`src/sv/owse_pkg.sv`:
```
// ----------------------------------------------------------------------------
// owse_pkg: shared types and constants for the 1-Wire slave engine
// Bus modes, command codes, register indexes and the front/back item struct.
// ----------------------------------------------------------------------------
package owse_pkg;

  typedef enum logic [2:0] {
    M_IDLE     = 3'd0,
    M_RESET    = 3'd1,
    M_PRESENCE = 3'd2,
    M_COMMAND  = 3'd3,
    M_MATCH    = 3'd4,
    M_SEARCH   = 3'd5,
    M_WRITE    = 3'd6,
    M_READ     = 3'd7
  } mode_t;

  localparam logic [7:0] CMD_MATCH  = 8'h55;
  localparam logic [7:0] CMD_SEARCH = 8'hF0;
  localparam logic [7:0] CMD_WRITE  = 8'h4E;
  localparam logic [7:0] CMD_READ   = 8'hBE;
  localparam logic [7:0] CRC_POLY   = 8'h8C;

  localparam logic [2:0] REG_ROM_ID         = 3'd0;
  localparam logic [2:0] REG_RESET_MIN      = 3'd1;
  localparam logic [2:0] REG_SAMPLE_DELAY   = 3'd2;
  localparam logic [2:0] REG_LOW_TIME       = 3'd3;
  localparam logic [2:0] REG_PRESENCE       = 3'd4;
  localparam logic [2:0] REG_PRESENCE_DELAY = 3'd5;

  localparam logic [7:0] RESET_MIN_DEFAULT = 8'd40;
  localparam logic [7:0] PRESENCE_DEFAULT  = 8'd20;

  // one sampled tick after classification
  typedef struct packed {
    logic        level;
    logic        falling;
    logic [63:0] src;
  } tick_t;

endpackage

```
`src/sv/owse_front.sv`:
```
// ----------------------------------------------------------------------------
// owse_front: input side
// Accepts sampled line levels and marks falling edges.
// ----------------------------------------------------------------------------
module owse_front (
  input  logic                 clk,
  input  logic                 rst_n,
  input  logic                 in_valid,
  output logic                 in_ready,
  input  logic                 level,
  input  logic [63:0]          src,
  output logic                 q_push,
  output owse_pkg::tick_t      q_data,
  input  logic                 q_full
);
  logic prev_level_r;

  assign in_ready = !q_full;
  assign q_push   = in_valid && in_ready;
  assign q_data   = '{level: level, falling: prev_level_r && !level, src: src};

  // edge detect tracks accepted items only
  always_ff @(posedge clk) begin
    if (!rst_n) begin
      prev_level_r <= 1'b1;
    end else if (q_push) begin
      prev_level_r <= level;
    end
  end
endmodule

```
`src/sv/owse_queue.sv`:
```
// ----------------------------------------------------------------------------
// owse_queue: two-entry queue between front and back
// Lets the input and the engine stall independently.
// ----------------------------------------------------------------------------
module owse_queue (
  input  logic                 clk,
  input  logic                 rst_n,
  input  logic                 push,
  input  owse_pkg::tick_t      push_data,
  output logic                 full,
  input  logic                 pop,
  output owse_pkg::tick_t      pop_data,
  output logic                 not_empty
);
  owse_pkg::tick_t mem_r [2];
  logic            wp_r, rp_r;
  logic [1:0]      cnt_r;

  assign full      = cnt_r == 2'd2;
  assign not_empty = cnt_r != 2'd0;
  assign pop_data  = mem_r[rp_r];

  always_ff @(posedge clk) begin
    if (push) mem_r[wp_r] <= push_data;
  end

  always_ff @(posedge clk) begin
    if (!rst_n) begin
      wp_r  <= 1'b0;
      rp_r  <= 1'b0;
      cnt_r <= 2'd0;
    end else begin
      if (push) wp_r <= !wp_r;
      if (pop)  rp_r <= !rp_r;
      cnt_r <= cnt_r + {1'b0, push} - {1'b0, pop};
    end
  end

  a_no_overflow: assert property (@(posedge clk) disable iff (!rst_n)
    full |-> !push) else $error("queue overflow");
  a_no_underflow: assert property (@(posedge clk) disable iff (!rst_n)
    !not_empty |-> !pop) else $error("queue underflow");
  a_count: assert property (@(posedge clk) disable iff (!rst_n)
    cnt_r <= 2'd2) else $error("queue count out of range");
endmodule

```
`src/sv/owse_back.sv`:
```
// ----------------------------------------------------------------------------
// owse_back: protocol engine
// Runs the reset/presence/slot state machine, one tick per item, into an
// output register.
// ----------------------------------------------------------------------------
module owse_back #(
  parameter int DATA_BYTES = 8
) (
  input  logic                 clk,
  input  logic                 rst_n,
  input  logic                 q_valid,
  output logic                 q_pop,
  input  owse_pkg::tick_t      q_data,
  input  logic [63:0]          rom_id,
  input  logic [7:0]           reset_min,
  input  logic [3:0]           sample_delay,
  input  logic [3:0]           low_time,
  input  logic [7:0]           presence_len,
  input  logic [3:0]           presence_delay,
  output logic                 out_valid,
  input  logic                 out_ready,
  output logic [31:0]          out_data
);
  localparam logic [3:0] LAST_BYTE = 4'(DATA_BYTES);
  localparam logic [3:0] CRC_BYTES = 4'(DATA_BYTES - 1);

  owse_pkg::mode_t mode_r, mode_nxt;
  logic [7:0]  tick_r, tick_nxt, low_run_r, low_run_nxt, shift_r, shift_nxt;
  logic [7:0]  crc_r, crc_nxt;
  logic [2:0]  bit_r, bit_nxt;
  logic [3:0]  byte_r, byte_nxt;
  logic [1:0]  phase_r, phase_nxt;
  logic        send_r, send_nxt;
  logic [63:0] latch_r, latch_nxt;
  logic        ov_r;
  logic [31:0] od_r, od_nxt;

  logic        o_drive, o_cv, o_wv, o_rd;
  logic [7:0]  o_cb, o_wb;
  logic [3:0]  o_wi;

  assign q_pop     = q_valid && (!ov_r || out_ready);
  assign out_valid = ov_r;
  assign out_data  = od_r;

  function automatic logic pick(input logic [63:0] w, input logic [3:0] by,
                                input logic [2:0] bi);
    return w[{by[2:0], bi}];
  endfunction

  always_comb begin
    logic lv, sending, done, rb;
    logic [7:0] d, sh;
    lv = q_data.level;
    mode_nxt = mode_r; tick_nxt = tick_r; low_run_nxt = low_run_r;
    shift_nxt = shift_r; crc_nxt = crc_r; bit_nxt = bit_r; byte_nxt = byte_r;
    phase_nxt = phase_r; send_nxt = send_r; latch_nxt = latch_r;
    o_drive = 1'b0; o_cv = 1'b0; o_cb = '0; o_wv = 1'b0; o_wi = '0; o_wb = '0;
    o_rd = 1'b0; sending = 1'b0; done = 1'b0; rb = 1'b0; d = '0; sh = '0;

    // low run and reset detection
    if (mode_r == owse_pkg::M_PRESENCE) low_run_nxt = '0;
    else if (!lv) low_run_nxt = (low_run_r == 8'hFF) ? low_run_r : low_run_r + 8'd1;
    else low_run_nxt = '0;
    if (mode_r != owse_pkg::M_PRESENCE && !lv && low_run_nxt >= reset_min) begin
      mode_nxt = owse_pkg::M_RESET; phase_nxt = '0; tick_nxt = '0;
    end

    unique case (mode_nxt)
      owse_pkg::M_IDLE: ;
      owse_pkg::M_RESET: begin
        if (phase_nxt == 2'd0) begin
          if (lv) begin phase_nxt = 2'd1; tick_nxt = {4'd0, presence_delay}; end
        end else begin
          if (tick_nxt > 8'd1 && tick_nxt != '0) tick_nxt = tick_nxt - 8'd1;
          else begin
            // delay over: presence starts and runs its first tick
            mode_nxt = owse_pkg::M_PRESENCE; phase_nxt = '0; o_drive = 1'b1;
            if (presence_len <= 8'd1) begin
              mode_nxt = owse_pkg::M_COMMAND; tick_nxt = '0; bit_nxt = '0; shift_nxt = '0;
            end else tick_nxt = presence_len - 8'd1;
          end
        end
      end
      owse_pkg::M_PRESENCE: begin
        o_drive = 1'b1;
        if (tick_nxt <= 8'd1) begin
          mode_nxt = owse_pkg::M_COMMAND; tick_nxt = '0; bit_nxt = '0; shift_nxt = '0;
        end else tick_nxt = tick_nxt - 8'd1;
      end
      default: begin
        sending = (mode_nxt == owse_pkg::M_READ) ||
                  (mode_nxt == owse_pkg::M_SEARCH && phase_nxt < 2'd2);
        d = {4'd0, sending ? low_time : sample_delay};
        if (d == '0) d = 8'd1;
        if (q_data.falling) tick_nxt = d;
        else if (tick_nxt != '0) begin
          tick_nxt = tick_nxt - 8'd1;
          if (tick_nxt == '0) begin
            // slot end
            done = (bit_nxt == 3'd7);
            unique case (mode_nxt)
              owse_pkg::M_COMMAND: begin
                sh = shift_nxt | (8'(lv) << bit_nxt);
                bit_nxt = bit_nxt + 3'd1;
                shift_nxt = sh;
                if (done) begin
                  byte_nxt = '0; bit_nxt = '0; shift_nxt = '0;
                  unique case (sh)
                    owse_pkg::CMD_MATCH: mode_nxt = owse_pkg::M_MATCH;
                    owse_pkg::CMD_SEARCH: begin
                      mode_nxt = owse_pkg::M_SEARCH; phase_nxt = '0;
                      send_nxt = rom_id[0];
                    end
                    owse_pkg::CMD_WRITE: mode_nxt = owse_pkg::M_WRITE;
                    owse_pkg::CMD_READ: begin
                      mode_nxt = owse_pkg::M_READ; latch_nxt = q_data.src;
                      crc_nxt = '0; send_nxt = q_data.src[0];
                    end
                    default: begin
                      o_cv = 1'b1; o_cb = sh; mode_nxt = owse_pkg::M_IDLE;
                    end
                  endcase
                end
              end
              owse_pkg::M_MATCH: begin
                if (lv != pick(rom_id, byte_nxt, bit_nxt)) mode_nxt = owse_pkg::M_IDLE;
                else begin
                  bit_nxt = bit_nxt + 3'd1;
                  if (done) begin
                    if (byte_nxt >= 4'd7) begin
                      mode_nxt = owse_pkg::M_COMMAND; byte_nxt = '0; shift_nxt = '0;
                    end else byte_nxt = byte_nxt + 4'd1;
                  end
                end
              end
              owse_pkg::M_SEARCH: begin
                if (phase_nxt == 2'd0) begin
                  phase_nxt = 2'd1; send_nxt = !send_nxt;
                end else if (phase_nxt == 2'd1) phase_nxt = 2'd2;
                else if (lv != pick(rom_id, byte_nxt, bit_nxt)) mode_nxt = owse_pkg::M_IDLE;
                else begin
                  bit_nxt = bit_nxt + 3'd1;
                  if (done && byte_nxt >= 4'd7) mode_nxt = owse_pkg::M_IDLE;
                  else begin
                    if (done) byte_nxt = byte_nxt + 4'd1;
                    phase_nxt = '0; send_nxt = pick(rom_id, byte_nxt, bit_nxt);
                  end
                end
              end
              owse_pkg::M_WRITE: begin
                sh = shift_nxt | (8'(lv) << bit_nxt);
                bit_nxt = bit_nxt + 3'd1; shift_nxt = sh;
                if (done) begin
                  o_wv = 1'b1; o_wi = byte_nxt; o_wb = sh; shift_nxt = '0;
                  if (byte_nxt >= LAST_BYTE) mode_nxt = owse_pkg::M_IDLE;
                  else byte_nxt = byte_nxt + 4'd1;
                end
              end
              owse_pkg::M_READ: begin
                if (byte_nxt < CRC_BYTES)
                  crc_nxt = (crc_nxt[0] != send_nxt) ? ((crc_nxt >> 1) ^ owse_pkg::CRC_POLY)
                                                     : (crc_nxt >> 1);
                bit_nxt = bit_nxt + 3'd1;
                rb = 1'b1;
                if (done) begin
                  if (byte_nxt == '0) o_rd = 1'b1;
                  if (byte_nxt >= LAST_BYTE) begin mode_nxt = owse_pkg::M_IDLE; rb = 1'b0; end
                  else byte_nxt = byte_nxt + 4'd1;
                end
                if (rb) send_nxt = (byte_nxt < LAST_BYTE) ? pick(latch_nxt, byte_nxt, bit_nxt)
                                                           : crc_nxt[bit_nxt];
              end
              default: ;
            endcase
          end
        end
        if (sending && tick_nxt != '0 && !send_nxt) o_drive = 1'b1;
      end
    endcase
    od_nxt = {5'd0, o_rd, o_wb, o_wi, o_wv, o_cb, o_cv, mode_nxt, o_drive};
  end

  // engine state and output register
  always_ff @(posedge clk) begin
    if (!rst_n) begin
      mode_r <= owse_pkg::M_IDLE; tick_r <= '0; low_run_r <= '0; shift_r <= '0;
      crc_r <= '0; bit_r <= '0; byte_r <= '0; phase_r <= '0; send_r <= 1'b0;
      latch_r <= '0; ov_r <= 1'b0;
    end else begin
      if (q_pop) begin
        mode_r <= mode_nxt; tick_r <= tick_nxt; low_run_r <= low_run_nxt;
        shift_r <= shift_nxt; crc_r <= crc_nxt; bit_r <= bit_nxt; byte_r <= byte_nxt;
        phase_r <= phase_nxt; send_r <= send_nxt; latch_r <= latch_nxt;
        od_r <= od_nxt; ov_r <= 1'b1;
      end else if (out_ready) ov_r <= 1'b0;
    end
  end

  a_hold: assert property (@(posedge clk) disable iff (!rst_n)
    (ov_r && !out_ready) |=> $stable(od_r)) else $error("result changed while stalled");
  a_write_idx: assert property (@(posedge clk) disable iff (!rst_n)
    !(ov_r && od_r[13] && od_r[17:14] > LAST_BYTE)) else $error("write index range");
  a_presence_drive: assert property (@(posedge clk) disable iff (!rst_n)
    (ov_r && od_r[3:1] == owse_pkg::M_PRESENCE) |-> od_r[0]) else $error("presence drive");
endmodule

```
`src/sv/one_wire_slave_engine.sv`:
```
// ----------------------------------------------------------------------------
// one_wire_slave_engine: 1-Wire slave fed one line sample per tick
// Front end classifies edges, queue decouples, back end runs the protocol.
// ----------------------------------------------------------------------------
// channel | dir | payload
// in_     | in  | tdata: line_level[0], scratch_source[64:1]
// out_    | out | tdata: drive_low, bus_state, command_valid/byte, write_*, read_done
// cfg_    | in  | write-only register port, index 0..5
// One item per cycle sustained while out_tready holds; items pass through the queue
// and the output register. The back-end state update for one tick sets the rate.
// rst_n is synchronous; all control state clears. Either side may stall;
// a two-entry queue and the output register absorb it.
// ----------------------------------------------------------------------------
module one_wire_slave_engine #(
  parameter int DATA_BYTES = 8
) (
  input  logic        clk,
  input  logic        rst_n,
  input  logic        in_tvalid,
  output logic        in_tready,
  input  logic [71:0] in_tdata,   // line_level[0], scratch_source[64:1], zero pad
  output logic        out_tvalid,
  input  logic        out_tready,
  output logic [31:0] out_tdata,  // drive_low[0], bus_state[3:1], command_valid[4],
                                  // command_byte[12:5], write_valid[13],
                                  // write_index[17:14], write_byte[25:18],
                                  // read_done[26], zero pad
  input  logic        cfg_we,
  input  logic [2:0]  cfg_index,
  input  logic [63:0] cfg_wdata
);
  logic [63:0] rom_r;
  logic [7:0]  rmin_r, pres_r;
  logic [3:0]  sd_r, lt_r, pd_r;

  always_ff @(posedge clk) begin
    if (!rst_n) begin
      rom_r <= '0; rmin_r <= owse_pkg::RESET_MIN_DEFAULT; sd_r <= 4'd3; lt_r <= 4'd3;
      pres_r <= owse_pkg::PRESENCE_DEFAULT; pd_r <= 4'd4;
    end else if (cfg_we) begin
      case (cfg_index)
        owse_pkg::REG_ROM_ID:         rom_r  <= cfg_wdata;
        owse_pkg::REG_RESET_MIN:      rmin_r <= cfg_wdata[7:0];
        owse_pkg::REG_SAMPLE_DELAY:   sd_r   <= cfg_wdata[3:0];
        owse_pkg::REG_LOW_TIME:       lt_r   <= cfg_wdata[3:0];
        owse_pkg::REG_PRESENCE:       pres_r <= cfg_wdata[7:0];
        owse_pkg::REG_PRESENCE_DELAY: pd_r   <= cfg_wdata[3:0];
        default: ;
      endcase
    end
  end

  owse_pkg::tick_t qi, qo;
  logic push, full, pop, ne;

  owse_front u_front (.clk, .rst_n, .in_valid(in_tvalid), .in_ready(in_tready),
    .level(in_tdata[0]), .src(in_tdata[64:1]), .q_push(push), .q_data(qi), .q_full(full));
  owse_queue u_queue (.clk, .rst_n, .push, .push_data(qi), .full, .pop,
    .pop_data(qo), .not_empty(ne));
  owse_back #(.DATA_BYTES(DATA_BYTES)) u_back (.clk, .rst_n, .q_valid(ne), .q_pop(pop),
    .q_data(qo), .rom_id(rom_r), .reset_min(rmin_r), .sample_delay(sd_r),
    .low_time(lt_r), .presence_len(pres_r), .presence_delay(pd_r),
    .out_valid(out_tvalid), .out_ready(out_tready), .out_data(out_tdata));
endmodule
```
`config.mk`:
```
export PLATFORM = sky130hd
export DESIGN_NAME = one_wire_slave_engine
export DESIGN_NICKNAME = d
export VERILOG_FILES = /design/src/sv/owse_pkg.sv /design/src/sv/owse_front.sv /design/src/sv/owse_queue.sv /design/src/sv/owse_back.sv /design/src/sv/one_wire_slave_engine.sv
export SDC_FILE = /design/constraint.sdc
export NUM_CORES = 1
export LEC_CHECK = 0
export ABC_AREA = 1
export BUFFER_PORTS_ARGS = -buffer_cell sky130_fd_sc_hd__buf_2
export CAP_MARGIN = 20
export CORE_UTILIZATION = 24
export DETAILED_ROUTE_END_ITERATION = 7
export MAX_ROUTING_LAYER = met4
export PLACE_DENSITY = 0.36
export RECOVER_POWER = 25
export SLEW_MARGIN = 20
export SYNTH_ARGS = -nofsm -noshare
export SYNTH_HDL_FRONTEND = slang
export SYNTH_HIERARCHICAL = 1
export SYNTH_SLANG_ARGS = --single-unit
```
`constraint.sdc`:
```
create_clock -name clk -period 8 [get_ports clk]
set_clock_uncertainty 0.2 [all_clocks]
set_input_delay 0.4 -clock clk [delete_from_list [all_inputs] [get_ports clk]]
set_output_delay 0.4 -clock clk [all_outputs]
set_load 0.02 [all_outputs]
```
==> flow_metrics.tcl <==
set metrics [dict create \
    cts_made_buffers 47 \
    ctsResizeCount 0 \
    grt_pass1_vias 16800 \
    max_freq_ghz 0.165 \
    gp_congestion 0.872 \
    cp_top_family "simple AND/OR/NAND/NOR gates" \
    synth_top_area_share_pct 24.5 \
    htreeDepth 2 \
    layout_setup_ws_ps 1960 \
    antenna_left 0 \
    syn_avg_cell_area_um2 7.88 \
    ioPinCount 178 \
    ys_ff_latch 367 \
    powerDensity_nw_per_um2 306 \
    required_ps 8250 \
    start_kind "flop" \
    postCtsHoldBufs 124 \
    cts_buffer_depth 3 \
    coreArea_um2 80500 \
    period_needed_ps 6040 \
    synth_edf_count 159 \
    cts_setup_buffers 0 \
    p_total_mw 7.19 \
    worst-path-buf-inv 5 \
    swShare_pct 39.0 \
    worst-setup-path-type "flop to flop" \
    cts.reportedPaths.clkPinSlew_ps 60 \
    p_int_mw 4.38 \
    grt_busiest_layer "met2" \
    tightestPinTransition_ps 4330 \
    die-area_um2 82500 \
    hold_viol 0 \
    grtUsageMet2_pct 26.0 \
    postPlaceCellArea_um2 20600 \
    drv_slew 65 \
    p_sw_mw 2.81 \
    drt_pass1_iterations 5 \
    hold_class "input pin to flop" \
    fin_crit_sh_pct 75.5 \
    rows 104 \
    synthCells 2476 \
    vias 16800 \
    cp.arrival_ps 6290 \
    slew_headroom_pct -190 \
    place_ws_ps 1890 \
    max_stage_delay_ps 670 \
    cp_common_cell "nand2_1" \
    antenna_found_initial 1 \
    via_per_inst 4.48 \
    drt_first_iter_violations 949 \
    fillers 8693 \
    async_reset_ff_share_pct 0 \
    area_growth_pct 20.3 \
    combPwrFrac_pct 35.7 \
    tritoncts "done" \
    violations "capacitance limit, slew limit" \
    detailed_place_hpwl_mm 41.4 \
    power.share.clock_pct 31.6 \
    fin_tns_setup_ps 0 \
    final_core_util_pct 29.2 \
    nNetsFinal 2809 \
    clock_latency_ps 590 \
    die_h_um 287 \
    synthDistinctLibCells 53 \
    clock_sinks 367 \
    grt_use_total_pct 15.2 \
    slowest_stage "dfxtp_4" \
    synthFlopType "dfxtp_1" \
    rsz0062_at_grt "false" \
    hold_ws_ps 6.31 \
    ir_drop_uv 159 \
    yosys-top-cells-area "edfxtp_1 (24%), dfxtp_1 (21%), nand2_1 (9.3%), nand3_1 (7.9%), nor2_1 (6.1%)" \
    setup_violations 0 \
    ys.warnings.count 6 \
    clockRootBuffer "clkbuf_16" \
    die-width_um 287 \
    synth_top_area_cell "edfxtp_1" \
    met1_usage_pct 18.8 \
    netlist_area_um2 19500 \
    drc 0 \
    overflow 0 \
    start_util_pct 24.2 \
    wl_mm 61.2 \
    status "finished, violations left" \
    drive_gt1_share_pct 12.6 \
    crit_path_end_kind "flop" \
    use_met3_pct 2.01 \
    fin_cells 3745 \
    grt_max_degree 98 \
    yosysSeqAreaShare_pct 45.8 \
    leakage_nw 9.27 \
    seqPwrFrac_pct 32.7 \
    maxCapViolations 1 \
    critPathMaxFanout 54 \
    finalInstanceArea_um2 23500 \
    grt_pass1_wl_mm 95.3 \
    io_buffers 165 \
    dp.cells 3532 \
    wire_per_inst_um 16.3 \
]
[registers in the layout (all words and copies together) (netlist names), 4 cells and up, named ones only]
signal            flops
lt_r                  4
u_back/crc_r          8
pres_r                8
u_back/low_run_r      8
u_back/latch_r       64
rmin_r                8
u_queue/mem_r       132
pd_r                  4
u_back/out_data      27
u_back/byte_r         4
u_back/tick_r         8
u_back/shift_r        8
rom_r                64
sd_r                  4
[layout by cell type (no fill, tap or decap), drive strengths merged, types with 124 or more instances in the layout]
cell | synthesis | final
o21ai | 166 | 166
dlygate4sd3 | 0 | 124
edfxtp | 159 | 159
nand3 | 311 | 311
buf | 149 | 130
nor2 | 333 | 333
dfxtp | 208 | 208
nand2 | 496 | 496
a21oi | 153 | 153
inv | 270 | 274
[per-layer routing]
metal / share of wire (%) / up-vias
met4: 2.1 / 0
met2: 48 / 350
met5: 0 / -
li1: - / 8421
met1: 45 / 7937
met3: 4.1 / 76
[tightest hold or removal path, stage by stage]
cell	delay (ps)
buf_2	70
inv_1	30
nand3_1	110
nand2_1	60
nor2_1	80
[area by class of cell]
cell class | instances | area, um^2 | area share (%)
Timing Repair Buffer | 308 | 2150 | 9.15
Clock buffer | 62 | 1390 | 5.91
Sequential cell | 367 | 8950 | 38.1
Tap cell | 1060 | 1330 | 5.65
Clock inverter | 26 | 315 | 1.34
Multi-Input combinational cell | 1643 | 8310 | 35.4
Inverter | 278 | 1040 | 4.44
Antenna cell | 1 | 2.50 | 0.0107
[Yosys cell counts (3+ instances only)]
cell type / count
nand2_1: 483
nor2_1: 316
nand3_1: 307
inv_1: 258
dfxtp_1: 208
edfxtp_1: 159
a21oi_1: 152
o21ai_0: 101
buf_4: 76
o21ai_1: 64
clkbuf_1: 43
mux2_4: 40
buf_2: 31
buf_6: 27
mux2_2: 26
ha_1: 20
buf_1: 15
nor3_1: 14
o211ai_1: 14
nand4_1: 13
inv_2: 12
nand2_2: 12
nor2_2: 10
xor2_1: 9
clkinv_1: 8
a211oi_1: 6
o22ai_1: 6
nor2_4: 5
nand3b_1: 4
nand3_2: 3
o21bai_1: 3
xnor2_1: 3
[cell families after synthesis]
kind of cell / Yosys count / share of synthesized area, %
AOI/OAI and AO/OA: 361 / 9.99
other: 1 / 0.0192
DFF: 367 / 45.8
and+or+nand+nor: 1179 / 26.1
muxes: 66 / 4.58
xor gates and xnor gates: 12 / 0.538
adders and majority gates: 20 / 1.28
buffers and inverters: 470 / 11.7
[final timing paths]
check | slack, ps | start | cells past startpoint | to
setup / recovery | 1960 | flop | 25 | u_back/latch_r[63]
hold / removal | 6 | cfg_wdata[56] | 5 | rom_r[56]
setup reg to reg | 1960 | flop | 25 | u_back/latch_r[63]
hold reg to reg | 250 | u_back/latch_r[28] | 2 | u_back/latch_r[28]
[power groups by stage]
stage	combinational, mW	sequential, mW	clock [mW]
after global placement	2.56	2.40	0
after floorplan	1.83	2.35	0
final	2.57	2.35	2.27
after global routing	2.86	2.38	2.44
after detailed placement	2.55	2.40	0
after CTS	2.61	2.36	2.36
Note: power is estimated with default switching activity, not from simulation.
